`src/rtl/i2cmbe_pkg.sv`:
```
`default_nettype none
package i2cmbe_pkg;

   // Command codes; codes above OP_READ decode as OP_IDLE
   typedef enum logic [2:0] {
      OP_IDLE  = 3'd0,
      OP_START = 3'd1,
      OP_STOP  = 3'd2,
      OP_WRITE = 3'd3,
      OP_READ  = 3'd4
   } op_type;

   localparam int unsigned REQ_DATA_W = 16;
   localparam int unsigned RSP_DATA_W = 16;
   localparam int unsigned CSR_ADDR_W = 3;
   localparam int unsigned CSR_DATA_W = 32;
   localparam int unsigned PHASE_W    = 3;
   localparam int unsigned BITCNT_W   = 4;

   localparam logic [BITCNT_W-1:0] BITS_PER_BYTE = 4'd8;

   // Register indexes
   localparam logic [0:0] REG_DELAY_CYCLES = 1'b0;

   // Bus phase codes within a command
   localparam logic [PHASE_W-1:0] PH_0 = 3'd0;
   localparam logic [PHASE_W-1:0] PH_1 = 3'd1;
   localparam logic [PHASE_W-1:0] PH_2 = 3'd2;
   localparam logic [PHASE_W-1:0] PH_3 = 3'd3;
   localparam logic [PHASE_W-1:0] PH_4 = 3'd4;

   // One classified tick word as it travels through the queue
   typedef struct packed {
      op_type     cmd;
      logic [7:0] tx_byte;
      logic       rd_ack;
      logic       sda_in;
   } tick_item_type;

   // Queue status toward the back end
   typedef struct packed {
      logic valid;
      logic full;
   } queue_stat_type;

endpackage
`default_nettype wire

```
`src/rtl/i2cmbe_front.sv`:
```
`default_nettype none
module i2cmbe_front
   import i2cmbe_pkg::*;
(
   input  wire logic                  clock,
   input  wire logic                  reset,
   input  wire logic                  req_tvalid,
   output logic                       req_tready,
   input  wire logic [REQ_DATA_W-1:0] req_tdata,
   input  wire logic [2:0]            req_tuser,
   input  wire logic                  queue_full,
   output logic                       push,
   output tick_item_type              item
);

   logic unused_ok;

   // Accept a word whenever the queue has room
   assign req_tready = ~queue_full;
   assign push       = req_tvalid & req_tready;

   // Classify the command; unknown codes become a plain tick
   always_comb begin
      item.tx_byte = req_tdata[7:0];
      item.rd_ack  = req_tdata[8];
      item.sda_in  = req_tdata[9];
      case (req_tuser)
         OP_START: item.cmd = OP_START;
         OP_STOP:  item.cmd = OP_STOP;
         OP_WRITE: item.cmd = OP_WRITE;
         OP_READ:  item.cmd = OP_READ;
         default:  item.cmd = OP_IDLE;
      endcase
   end

   assign unused_ok = &{1'b0, clock, reset, req_tdata[REQ_DATA_W-1:10]};

endmodule
`default_nettype wire

```
`src/rtl/i2cmbe_queue.sv`:
```
`default_nettype none
module i2cmbe_queue
   import i2cmbe_pkg::*;
#(
   parameter int unsigned QUEUE_DEPTH = 2
)
(
   input  wire logic     clock,
   input  wire logic     reset,
   input  wire logic     push,
   input  tick_item_type push_item,
   input  wire logic     pop,
   output tick_item_type pop_item,
   output queue_stat_type stat,
   output logic [$clog2(QUEUE_DEPTH+1)-1:0] level
);

   localparam int unsigned PTR_W = $clog2(QUEUE_DEPTH);
   localparam int unsigned CNT_W = $clog2(QUEUE_DEPTH+1);
   localparam logic [PTR_W-1:0] PTR_LAST = PTR_W'(QUEUE_DEPTH-1);
   localparam logic [CNT_W-1:0] CNT_FULL = CNT_W'(QUEUE_DEPTH);

   tick_item_type    mem [QUEUE_DEPTH];
   logic [PTR_W-1:0] wr_ptr_ff, wr_ptr_in;
   logic [PTR_W-1:0] rd_ptr_ff, rd_ptr_in;
   logic [CNT_W-1:0] count_ff, count_in;

   // Store the pushed word
   always_ff @(posedge clock) begin
      if (push) begin
         mem[wr_ptr_ff] <= push_item;
      end
   end

   // Advance pointers and count
   always_comb begin
      wr_ptr_in = wr_ptr_ff;
      rd_ptr_in = rd_ptr_ff;
      count_in  = count_ff;
      if (push) begin
         wr_ptr_in = (wr_ptr_ff == PTR_LAST) ? '0 : wr_ptr_ff + 1'b1;
      end
      if (pop) begin
         rd_ptr_in = (rd_ptr_ff == PTR_LAST) ? '0 : rd_ptr_ff + 1'b1;
      end
      if (push && !pop) begin
         count_in = count_ff + 1'b1;
      end else if (pop && !push) begin
         count_in = count_ff - 1'b1;
      end
   end

   always_ff @(posedge clock) begin
      if (reset) begin
         wr_ptr_ff <= '0;
         rd_ptr_ff <= '0;
         count_ff  <= '0;
      end else begin
         wr_ptr_ff <= wr_ptr_in;
         rd_ptr_ff <= rd_ptr_in;
         count_ff  <= count_in;
      end
   end

   assign pop_item   = mem[rd_ptr_ff];
   assign stat.valid = (count_ff != '0);
   assign stat.full  = (count_ff == CNT_FULL);
   assign level      = count_ff;

endmodule
`default_nettype wire

```
`src/rtl/i2cmbe_back.sv`:
```
`default_nettype none
module i2cmbe_back
   import i2cmbe_pkg::*;
(
   input  wire logic                  clock,
   input  wire logic                  reset,
   input  wire logic [7:0]            delay_cycles,
   input  queue_stat_type             qstat,
   input  tick_item_type              item,
   output logic                       pop,
   output logic                       rsp_tvalid,
   input  wire logic                  rsp_tready,
   output logic [RSP_DATA_W-1:0]      rsp_tdata
);

   op_type               op_ff, op_in;
   logic [PHASE_W-1:0]   phase_ff, phase_in;
   logic [BITCNT_W-1:0]  bits_ff, bits_in;
   logic [7:0]           shift_ff, shift_in;
   logic [7:0]           tick_ff, tick_in;
   logic                 scl_ff, scl_in;
   logic                 sda_ff, sda_in;
   logic                 ackf_ff, ackf_in;
   logic                 ackc_ff, ackc_in;
   logic [7:0]           rx_ff, rx_in;
   logic                 out_valid_ff, out_valid_in;
   logic [RSP_DATA_W-1:0] out_data_ff, out_data_in;

   logic                 done;
   logic [7:0]           delay_eff;
   logic [7:0]           tick_dec;
   logic [BITCNT_W-1:0]  bits_inc;

   // Take a word when the output register is free or being drained
   assign pop       = qstat.valid & (~out_valid_ff | rsp_tready);
   assign delay_eff = (delay_cycles == 8'd0) ? 8'd1 : delay_cycles;
   assign tick_dec  = (tick_ff != 8'd0) ? tick_ff - 8'd1 : 8'd0;
   assign bits_inc  = bits_ff + 1'b1;

   // Next engine state for one tick
   always_comb begin
      op_in    = op_ff;
      phase_in = phase_ff;
      bits_in  = bits_ff;
      shift_in = shift_ff;
      tick_in  = tick_ff;
      scl_in   = scl_ff;
      sda_in   = sda_ff;
      ackf_in  = ackf_ff;
      ackc_in  = ackc_ff;
      rx_in    = rx_ff;
      done     = 1'b0;
      if (pop) begin
         if (op_ff == OP_IDLE) begin
            if (item.cmd != OP_IDLE) begin
               op_in    = item.cmd;
               bits_in  = '0;
               phase_in = PH_0;
               tick_in  = delay_eff;
               case (item.cmd)
                  OP_START: begin
                     sda_in = 1'b1;
                     scl_in = 1'b1;
                  end
                  OP_STOP: begin
                     sda_in = 1'b0;
                  end
                  OP_WRITE: begin
                     shift_in = item.tx_byte;
                     sda_in   = item.tx_byte[7];
                  end
                  OP_READ: begin
                     shift_in = '0;
                     ackc_in  = item.rd_ack;
                     sda_in   = 1'b1;
                     scl_in   = 1'b1;
                  end
                  default: begin
                     op_in = OP_IDLE;
                  end
               endcase
            end
         end else begin
            tick_in = tick_dec;
            if (tick_dec == 8'd0) begin
               // Phase boundary: apply the next phase or finish
               tick_in = delay_eff;
               case (op_ff)
                  OP_START: begin
                     if (phase_ff == PH_0) begin
                        sda_in   = 1'b0;
                        phase_in = PH_1;
                     end else begin
                        scl_in = 1'b0;
                        done   = 1'b1;
                     end
                  end
                  OP_STOP: begin
                     if (phase_ff == PH_0) begin
                        scl_in   = 1'b1;
                        phase_in = PH_1;
                     end else if (phase_ff == PH_1) begin
                        sda_in   = 1'b1;
                        phase_in = PH_2;
                     end else begin
                        done = 1'b1;
                     end
                  end
                  OP_WRITE: begin
                     if (phase_ff == PH_0) begin
                        scl_in   = 1'b1;
                        phase_in = PH_1;
                     end else if (phase_ff == PH_1) begin
                        scl_in   = 1'b0;
                        shift_in = {shift_ff[6:0], 1'b0};
                        bits_in  = bits_inc;
                        if (bits_inc < BITS_PER_BYTE) begin
                           sda_in   = shift_ff[6];
                           phase_in = PH_0;
                        end else begin
                           sda_in   = 1'b1;
                           phase_in = PH_2;
                        end
                     end else if (phase_ff == PH_2) begin
                        scl_in   = 1'b1;
                        phase_in = PH_3;
                     end else if (phase_ff == PH_3) begin
                        ackf_in  = ~item.sda_in;
                        scl_in   = 1'b0;
                        phase_in = PH_4;
                     end else begin
                        done = 1'b1;
                     end
                  end
                  OP_READ: begin
                     if (phase_ff == PH_0) begin
                        shift_in = {shift_ff[6:0], item.sda_in};
                        scl_in   = 1'b0;
                        phase_in = PH_1;
                     end else if (phase_ff == PH_1) begin
                        bits_in = bits_inc;
                        if (bits_inc < BITS_PER_BYTE) begin
                           scl_in   = 1'b1;
                           phase_in = PH_0;
                        end else begin
                           sda_in   = ~ackc_ff;
                           phase_in = PH_2;
                        end
                     end else if (phase_ff == PH_2) begin
                        scl_in   = 1'b1;
                        phase_in = PH_3;
                     end else if (phase_ff == PH_3) begin
                        scl_in   = 1'b0;
                        phase_in = PH_4;
                     end else begin
                        rx_in = shift_ff;
                        done  = 1'b1;
                     end
                  end
                  default: begin
                     done = 1'b0;
                  end
               endcase
               // Drop back to idle at the end of a command
               if (done || op_ff == OP_IDLE || op_ff > OP_READ) begin
                  op_in    = OP_IDLE;
                  phase_in = PH_0;
                  tick_in  = 8'd0;
               end
            end
         end
      end
   end

   // Build the result word and hold it until taken
   always_comb begin
      out_data_in     = '0;
      out_data_in[0]  = scl_in;
      out_data_in[1]  = sda_in;
      out_data_in[2]  = (op_in != OP_IDLE);
      out_data_in[3]  = done;
      out_data_in[11:4] = rx_in;
      out_data_in[12] = ackf_in;
      out_valid_in    = out_valid_ff;
      if (pop) begin
         out_valid_in = 1'b1;
      end else if (rsp_tready) begin
         out_valid_in = 1'b0;
      end
   end

   always_ff @(posedge clock) begin
      if (reset) begin
         op_ff        <= OP_IDLE;
         phase_ff     <= PH_0;
         bits_ff      <= '0;
         shift_ff     <= '0;
         tick_ff      <= '0;
         scl_ff       <= 1'b1;
         sda_ff       <= 1'b1;
         ackf_ff      <= 1'b0;
         ackc_ff      <= 1'b0;
         rx_ff        <= '0;
         out_valid_ff <= 1'b0;
      end else begin
         op_ff        <= op_in;
         phase_ff     <= phase_in;
         bits_ff      <= bits_in;
         shift_ff     <= shift_in;
         tick_ff      <= tick_in;
         scl_ff       <= scl_in;
         sda_ff       <= sda_in;
         ackf_ff      <= ackf_in;
         ackc_ff      <= ackc_in;
         rx_ff        <= rx_in;
         out_valid_ff <= out_valid_in;
      end
   end

   always_ff @(posedge clock) begin
      if (pop) begin
         out_data_ff <= out_data_in;
      end
   end

   assign rsp_tvalid = out_valid_ff;
   assign rsp_tdata  = out_data_ff;

endmodule
`default_nettype wire

```
`src/rtl/i2c_master_bit_engine.sv`:
```
// A word passes from the accepting edge through the queue, then the result register, to the
// earliest rsp handshake. Both rates below hold only while rsp_tready is high.
// Throughput: 1 word per cycle; the back-end engine retires one tick per cycle.
// Bus phase length is set by delay_cycles in ticks (zero acts as one).
// Reset (synchronous, active high): engine idle, SCL and SDA released, queue empty,
// delay_cycles = 8.
`default_nettype none
module i2c_master_bit_engine
   import i2cmbe_pkg::*;
#(
   parameter int unsigned QUEUE_DEPTH = 2
)
(
   input  wire logic                  clock,
   input  wire logic                  reset,
   // tdata: tx_byte[7:0], rd_ack[8], sda_in[9], zero[15:10]
   input  wire logic [REQ_DATA_W-1:0] req_tdata,
   // tuser: command[2:0]
   input  wire logic [2:0]            req_tuser,
   input  wire logic                  req_tvalid,
   output logic                       req_tready,
   // tdata: scl_out[0], sda_out[1], busy_res[2], done_res[3], rx_byte[11:4],
   //        ack_received[12], zero[15:13]
   output logic [RSP_DATA_W-1:0]      rsp_tdata,
   output logic                       rsp_tvalid,
   input  wire logic                  rsp_tready,
   input  wire logic                  csr_psel,
   input  wire logic                  csr_penable,
   input  wire logic                  csr_pwrite,
   input  wire logic [CSR_ADDR_W-1:0] csr_paddr,
   input  wire logic [CSR_DATA_W-1:0] csr_pwdata,
   output logic [CSR_DATA_W-1:0]      csr_prdata,
   output logic                       csr_pready
);

   logic [7:0]     delay_ff, delay_in;
   logic           csr_wr;
   logic           push;
   logic           pop;
   tick_item_type  front_item;
   tick_item_type  back_item;
   queue_stat_type qstat;
   logic [$clog2(QUEUE_DEPTH+1)-1:0] qlevel;

   // Register port
   assign csr_pready = 1'b1;
   assign csr_wr     = csr_psel & csr_penable & csr_pwrite & csr_pready;

   always_comb begin
      delay_in = delay_ff;
      if (csr_wr && csr_paddr[2] == REG_DELAY_CYCLES) begin
         delay_in = csr_pwdata[7:0];
      end
   end

   always_ff @(posedge clock) begin
      if (reset) begin
         delay_ff <= 8'd8;
      end else begin
         delay_ff <= delay_in;
      end
   end

   assign csr_prdata = (csr_paddr[2] == REG_DELAY_CYCLES) ? {24'd0, delay_ff} : '0;

   i2cmbe_front u_front (
      .clock      (clock),
      .reset      (reset),
      .req_tvalid (req_tvalid),
      .req_tready (req_tready),
      .req_tdata  (req_tdata),
      .req_tuser  (req_tuser),
      .queue_full (qstat.full),
      .push       (push),
      .item       (front_item)
   );

   i2cmbe_queue #(
      .QUEUE_DEPTH (QUEUE_DEPTH)
   ) u_queue (
      .clock     (clock),
      .reset     (reset),
      .push      (push),
      .push_item (front_item),
      .pop       (pop),
      .pop_item  (back_item),
      .stat      (qstat),
      .level     (qlevel)
   );

   i2cmbe_back u_back (
      .clock        (clock),
      .reset        (reset),
      .delay_cycles (delay_ff),
      .qstat        (qstat),
      .item         (back_item),
      .pop          (pop),
      .rsp_tvalid   (rsp_tvalid),
      .rsp_tready   (rsp_tready),
      .rsp_tdata    (rsp_tdata)
   );

   // A completed command never reports busy in the same word
   a_done_not_busy: assert property (@(posedge clock) disable iff (reset)
      rsp_tvalid && rsp_tdata[3] |-> !rsp_tdata[2])
      else $error("done with busy set");

   // Queue level never exceeds its depth
   a_queue_bound: assert property (@(posedge clock) disable iff (reset)
      qlevel <= ($clog2(QUEUE_DEPTH+1))'(QUEUE_DEPTH))
      else $error("queue overflow");

   // The engine only pops a word that the queue holds
   a_pop_nonempty: assert property (@(posedge clock) disable iff (reset)
      pop |-> qlevel != '0)
      else $error("pop from empty queue");

   // No result is shown right after reset
   a_reset_quiet: assert property (@(posedge clock)
      $past(reset) |-> !rsp_tvalid)
      else $error("result valid after reset");

endmodule
`default_nettype wire
```
`config.mk`:
```
export PLATFORM = sky130hd
export DESIGN_NAME = i2c_master_bit_engine
export DESIGN_NICKNAME = d
export VERILOG_FILES = /design/src/rtl/i2cmbe_pkg.sv /design/src/rtl/i2cmbe_front.sv /design/src/rtl/i2cmbe_queue.sv /design/src/rtl/i2cmbe_back.sv /design/src/rtl/i2c_master_bit_engine.sv
export SDC_FILE = /design/constraint.sdc
export NUM_CORES = 1
export LEC_CHECK = 0
export ABC_AREA = 1
export ABC_CLOCK_PERIOD_IN_PS = 2350
export BUFFER_PORTS_ARGS = -buffer_cell sky130_fd_sc_hd__buf_4
export CORE_MARGIN = 4
export CORE_UTILIZATION = 34
export DETAILED_ROUTE_END_ITERATION = 16
export SLEW_MARGIN = 10
export SYNTH_ARGS = -nofsm -noshare
export SYNTH_HDL_FRONTEND = slang
export SYNTH_SLANG_ARGS = --single-unit
```
`constraint.sdc`:
```
create_clock -name clock -period 2.35 [get_ports clock]
set_clock_uncertainty 0.05 [all_clocks]
set_input_delay 0.1175 -clock clock [delete_from_list [all_inputs] [get_ports clock]]
set_output_delay 0.1175 -clock clock [all_outputs]
set_load 0.05 [all_outputs]
```
==> metrics.txt, run 1 <==
WP data arrival 2.26 ns; CP Buf/Inv Count 2; Initial Utilization 34.9%; Netlist cell types 38; Clock Latency Late Sink 0.34 ns; dpl ws approximately 0.056 ns; CP max stage cell dfxtp_2; crit path cell chain inv_2 -> ha_4 -> inv_1 -> nor2_2 -> nand2_1 -> nor2_2 -> nor2_1 -> nor2_1 -> nand3_2 -> nor2_8 -> nand3_2 -> a21oi_2 -> nand3_1; Remaining DRCs 0; Layout area overhead 23.8%; Final Worst Setup Slack 0.120 ns; Critical Path Max Stage Delay 0.33 ns; CTS root buf clkbuf_16; Netlist Area Pre-Place 4660 um^2; Antenna diodes 0; chip height 125 um; grt ovf 0; drt pass-1 iters 5; Ports 112; FF+latch count, synth 91; fin. max-slew vios 0; TritonCTS buffer count 9; # rows 42; Pleak 2.53 nW; critical path type flop to flop; global placement routability congestion 0.888; Post-Syn Instances between 500 and 600; Worst path top cell family by delay simple AND/OR/NAND/NOR gates; drt total wl 10.5 mm; Syn Area/Cell roughly 7.8 um^2; clock period minus worst slack 2.23 ns; Post-Place Cell Area just over 5000 um^2; Final Cycle Share 94.9%; Worst setup SP type flop; antenna viol nets, final 0; Core Area 13300 um^2; Max Fclk 0.448 GHz; maximum vdd drop 542 uV; htree depth 3; Layout Utilization 43.2%; CTS sink count 91; Synth Flop Type dfxtp_1; DRT iter0 DRCs between 150 and 200; IO Port Bufs 51; initial antenna violation count 0; Critical Path RT roughly 2.4 ns; status completed; global-route wire length before repair 17.2 mm; HP Class primary input to flop; post-synth top area share 25.1%; Chip Width 125 um; Max-cap violations 0; Crit. End Element flop; Vias/cell between 4 and 5; worst hold margin about 0.016 ns; final instance area approximately 5800 um^2; synth warn 0; main area contributors after synthesis edfxtp_1 (25%), dfxtp_1 (22%), nand2_1 (8.6%); post-detail-place hpwl 7.65 mm; CTS tree done; launch point of the worst hold path csr_pwdata[6]; overall power roughly 8.2 mW; CTS clk-pin slew, worst paths 0.06 ns; All-Layer GR Usage approximately an eighth; vias in the first global route 3686; power density of the placed cells between 1000 and 1500 nW/um^2; endpoints failing hold 0; WL/cell between 10 and 15 um; Vias slightly below 4000; critical path launch point u_back.tick_ff[0]; asr flop ratio synth 0%; Worst Path Max Fanout 7; Final setup viols 0; share of layout cells above drive strength 1 20.0%; area leader, netlist edfxtp_1; Die ar. 15600 um^2; Seq/Total Area, Yosys between 40% and 50%; Final nets around 740; maximum clock insertion buffer count 2; number of synthesized flops with an enable pin 39; pin count of the biggest net entering global routing 41; worst r2r src u_back.tick_ff[0]
-- routing by layer --
layer	track usage (%)	routed length [um]
met1	17.5	5000
met2	21.1	4940
met3	2.47	409
met4	5.04	180
met5	0	0
-- placed cells by master, fill, tap and decap left out, types with 3 or more instances in the layout --
master and count:
nor2_2 9, inv_2 4, dfxtp_1 50, inv_1 79, nor3_1 5, o21ai_0 38, nor2_1 74, o21ai_1 6
and2_1 5, mux2i_1 7, nand4_1 4, nand3_1 36, o22ai_1 5, conb_1 28, clkbuf_16 9, edfxtp_1 39
o21ai_2 8, buf_4 67, nand2_2 10, nand2_1 105, dlygate4sd3_1 12, o211ai_1 3, a21oi_1 34, a21oi_2 4
-- tightest hold or removal path, cell delays in order --
cell	delay (ns)
buf_4	0.08
o21ai_0	0.07
a21oi_1	0.10
-- stage by stage --
step | TNS (ns) | std cells
final | 0 | 852
after global routing | -0.440 | 852
after CTS | 0 | 848
after detailed placement | 0 | 820
after global placement | 0 | 820
after floorplan | 0 | 621
-- area by class of cell --
class | instances | area (um^2)
tap | 176 | 220
multi-input combinational | 405 | 2050
fill | 1311 | 7580
clock inverter | 6 | 96.3
sequential | 91 | 2210
clock buffer | 10 | 229
inverter | 84 | 318
timing repair buffer | 80 | 634
-- power by group --
group          switching [mW]  internal (mW)  total [mW]
combinational            2.91           1.32        4.23
clock                   0.626          0.947        1.57
sequential              0.280           2.11        2.40
-- Yosys cell counts, types with 6 or more instances --
library cell,n
a21oi_1,38
buf_4,28
clkbuf_1,10
dfxtp_1,52
edfxtp_1,39
inv_1,81
mux2i_1,7
nand2_1,107
nand2_2,9
nand3_1,37
nor2_1,77
nor2_2,6
o21ai_0,42
o21ai_1,6
o21ai_2,6
-- cell families (layout without fill, tap and decap cells) --
group           after synthesis  in the layout  synth area share, %
compound gates              104            104                 12.1
xor+xnor                      1              1                0.188
fa+ha+maj                     3              3                0.806
buf+inv                     126            180                 12.6
flops                        91             91                 47.5
mux                           9              9                 1.99
other cells                   2             28                0.161
simple gates                259            260                 24.6
-- flip-flops by register name (all words and copies together) (netlist names), named ones only --
signal / flops
u_back.ackc_ff: 1
u_back.bits_ff: 4
u_back.scl_ff: 1
u_back.tick_ff: 8
u_back.rsp_tdata: 13
u_back.ackf_ff: 1
delay_ff: 8
u_queue.wr_ptr_ff: 1
u_queue.mem: 26
u_back.phase_ff: 3
u_queue.level: 2
u_queue.rd_ptr_ff: 1
u_back.op_ff: 3
u_back.rsp_tvalid: 1
u_back.shift_ff: 8
u_back.sda_ff: 1
u_back.rx_ff: 8
-- path summary, 6_finish.rpt --
path	slack [ns]	endpoint	cells after the start
worst max register to register	0.12	u_back.rsp_tdata[2]	13
worst max-delay path	0.12	u_back.rsp_tdata[2]	13
worst min-delay path	0.02	delay_ff[6]	3
worst min register to register	0.40	u_queue.rd_ptr_ff	1
-- repair_timing --
action                                 in CTS  in global routing
setup endpoints to repair                   0                 39
endpoints found under the hold margin      22                  0
setup buffers                               0                  3
hold buffers                               12                  0
resized for setup                           0                 29
Note: power is estimated with default switching activity, not from simulation.
==> run 2: changes to the inputs <==
==> constraint.sdc (replaced) <==
create_clock -name clock -period 2.35 [get_ports clock]
set_clock_uncertainty 0.05 [all_clocks]
set_input_delay 0 -clock clock [delete_from_list [all_inputs] [get_ports clock]]
set_output_delay 0 -clock clock [all_outputs]
set_load 0.05 [all_outputs]
==> metrics.txt, run 2 (synthesis results as in run 1) <==
All-Layer GR Usage 13.2%; Hold Path Depth 5; drt pass-1 iters 5; status completed; crit path cell chain inv_1 -> ha_2 -> nand2_2 -> nor2_4 -> nand2_2 -> o21ai_0 -> nand3_2 -> nor2_8 -> nand3_2 -> a21oi_2 -> nand3_1; global placement routability congestion about 0.85; CTS clk-pin slew, worst paths 0.06 ns; Final setup viols 0; vias in the first global route 3653; Worst path depth 11; endpoints failing hold 0; # rows 42; IO Port Bufs 51; r2r worst-path depth 11; max reg flops 26; post-detail-place hpwl 7.74 mm; Vias/cell 4.65; HP Class primary input to flop; Die ar. ~16000 um^2; drt total wl about 11 mm; dpl ws approximately 0.096 ns; Final Worst Setup Slack 0.158 ns; CTS tree done; fin. max-slew vios 0; Clock Latency Late Sink between 0.3 and 0.4 ns; power density of the placed cells 1360 nW/um^2; Critical Path RT 2.38 ns; Pleak around 2.6 nW; clock period minus worst slack ~2.2 ns; Vias 4037; Initial Utilization roughly a third; grt ovf 0; maximum clock insertion buffer count 2; Core Area 13300 um^2; Max-cap violations 0; most common cell after layout, fill and taps aside nand2_1; Ports 112; Max transition margin roughly two thirds; Final Cycle Share 93.3%; Crit. End Element flop; Worst setup SP type flop; Fill cells between 1000 and 1500; pin count of the biggest net entering global routing 41; Max Fclk between 0.4 and 0.5 GHz; initial antenna violation count 0; Final nets 751; CTS sink count slightly above 90; commonest non-fill, non-tap cells in the layout nand2_1 (107), inv_1 (81), nor2_1 (74); WP data arrival 2.23 ns; CP Buf/Inv Count 1; critical path type flop to flop; overall power 7.90 mW; Remaining DRCs 0; maximum vdd drop 731 uV; TritonCTS buffer count 9; CTS root buf clkbuf_16; WL/cell ~12 um; Worst path top cell family by delay simple AND/OR/NAND/NOR gates; chip height 125 um; slew at the pin with the worst max-slew slack between 0.4 and 0.5 ns; Layout area overhead 25.0%; antenna viol nets, final 0; share of layout cells above drive strength 1 19.1%; Most flops, register u_queue.mem; RSZ-0062 raised after global routing true; DRT iter0 DRCs 161; Antenna diodes 0; htree depth 3; worst hold margin approximately 0.032 ns; global-route wire length before repair 17.5 mm; Critical Path Max Stage Delay 0.33 ns; Chip Width 125 um; CP max stage cell dfxtp_2; Worst Path Max Fanout 7
[run 2: cell count changes in the layout (fill, tap and decap cells not counted), sizes merged]
cell / change
inv: -2
buf: +4
clkbuf: -1
clkinv: +5
bufinv: -2
dlygate4sd3: +12
[run 2: where the power goes]
part / leakage, nW / internal [mW] / switching, mW
Clock: 0.136 / 0.723 / 0.605
Sequential: 0.794 / 2.11 / 0.281
Combinational: 1.65 / 1.33 / 2.85
[run 2: timing repair]
action / 4_1_cts / 5_1_grt
endpoints found under the setup margin: 0 / 24
resized for setup: 0 / 14
setup buffers: 0 / 7
hold buffers: 24 / 0
endpoints found under the hold margin: 45 / 0
[run 2: area by class of cell]
class,instances,area [um^2],area share [%]
Tap cell,176,220,3.78
Inverter,84,315,5.42
Sequential cell,91,2210,38.0
Timing Repair Buffer,96,781,13.4
Multi-Input combinational cell,405,2010,34.5
Clock buffer,9,225,3.87
Clock inverter,7,55.1,0.946
[run 2: routing by layer]
metal	global-route usage, %	routed length [um]	vias to the layer above
li1	-	-	2061
met1	17.7	4900	1842
met2	21.5	5020	116
met3	2.39	551	18
met4	4.78	172	0
met5	0	0	-
[run 2: path summary, 6_finish.rpt]
path	startpoint	slack, ns	endpoint
setup / recovery	u_back.tick_ff[0]	0.16	u_back.rsp_tdata[2]
hold / removal	req_tvalid	0.03	u_queue.wr_ptr_ff
setup reg to reg	u_back.tick_ff[0]	0.16	u_back.rsp_tdata[2]
hold reg to reg	u_queue.rd_ptr_ff	0.40	u_queue.rd_ptr_ff
[run 2: worst min-delay path, cell delays in order]
cell	delay, ns
buf_4	0.07
nand2_1	0.07
inv_1	0.09
o21ai_0	0.08
nor2_1	0.08
[run 2: metrics by stage]
| stage | area (um^2) | instances | utilization [%] | setup TNS [ns] |
|---|---|---|---|---|
| after floorplan | 4760 | 621 | - | 0 |
| after detailed placement | 5190 | 820 | 38.9 | 0 |
| after global placement | 5190 | 820 | 38.9 | 0 |
| after global routing | 5820 | 868 | 43.6 | -0.354 |
| final | 5820 | 868 | 43.6 | 0 |
| after CTS | 5720 | 860 | 42.8 | 0 |
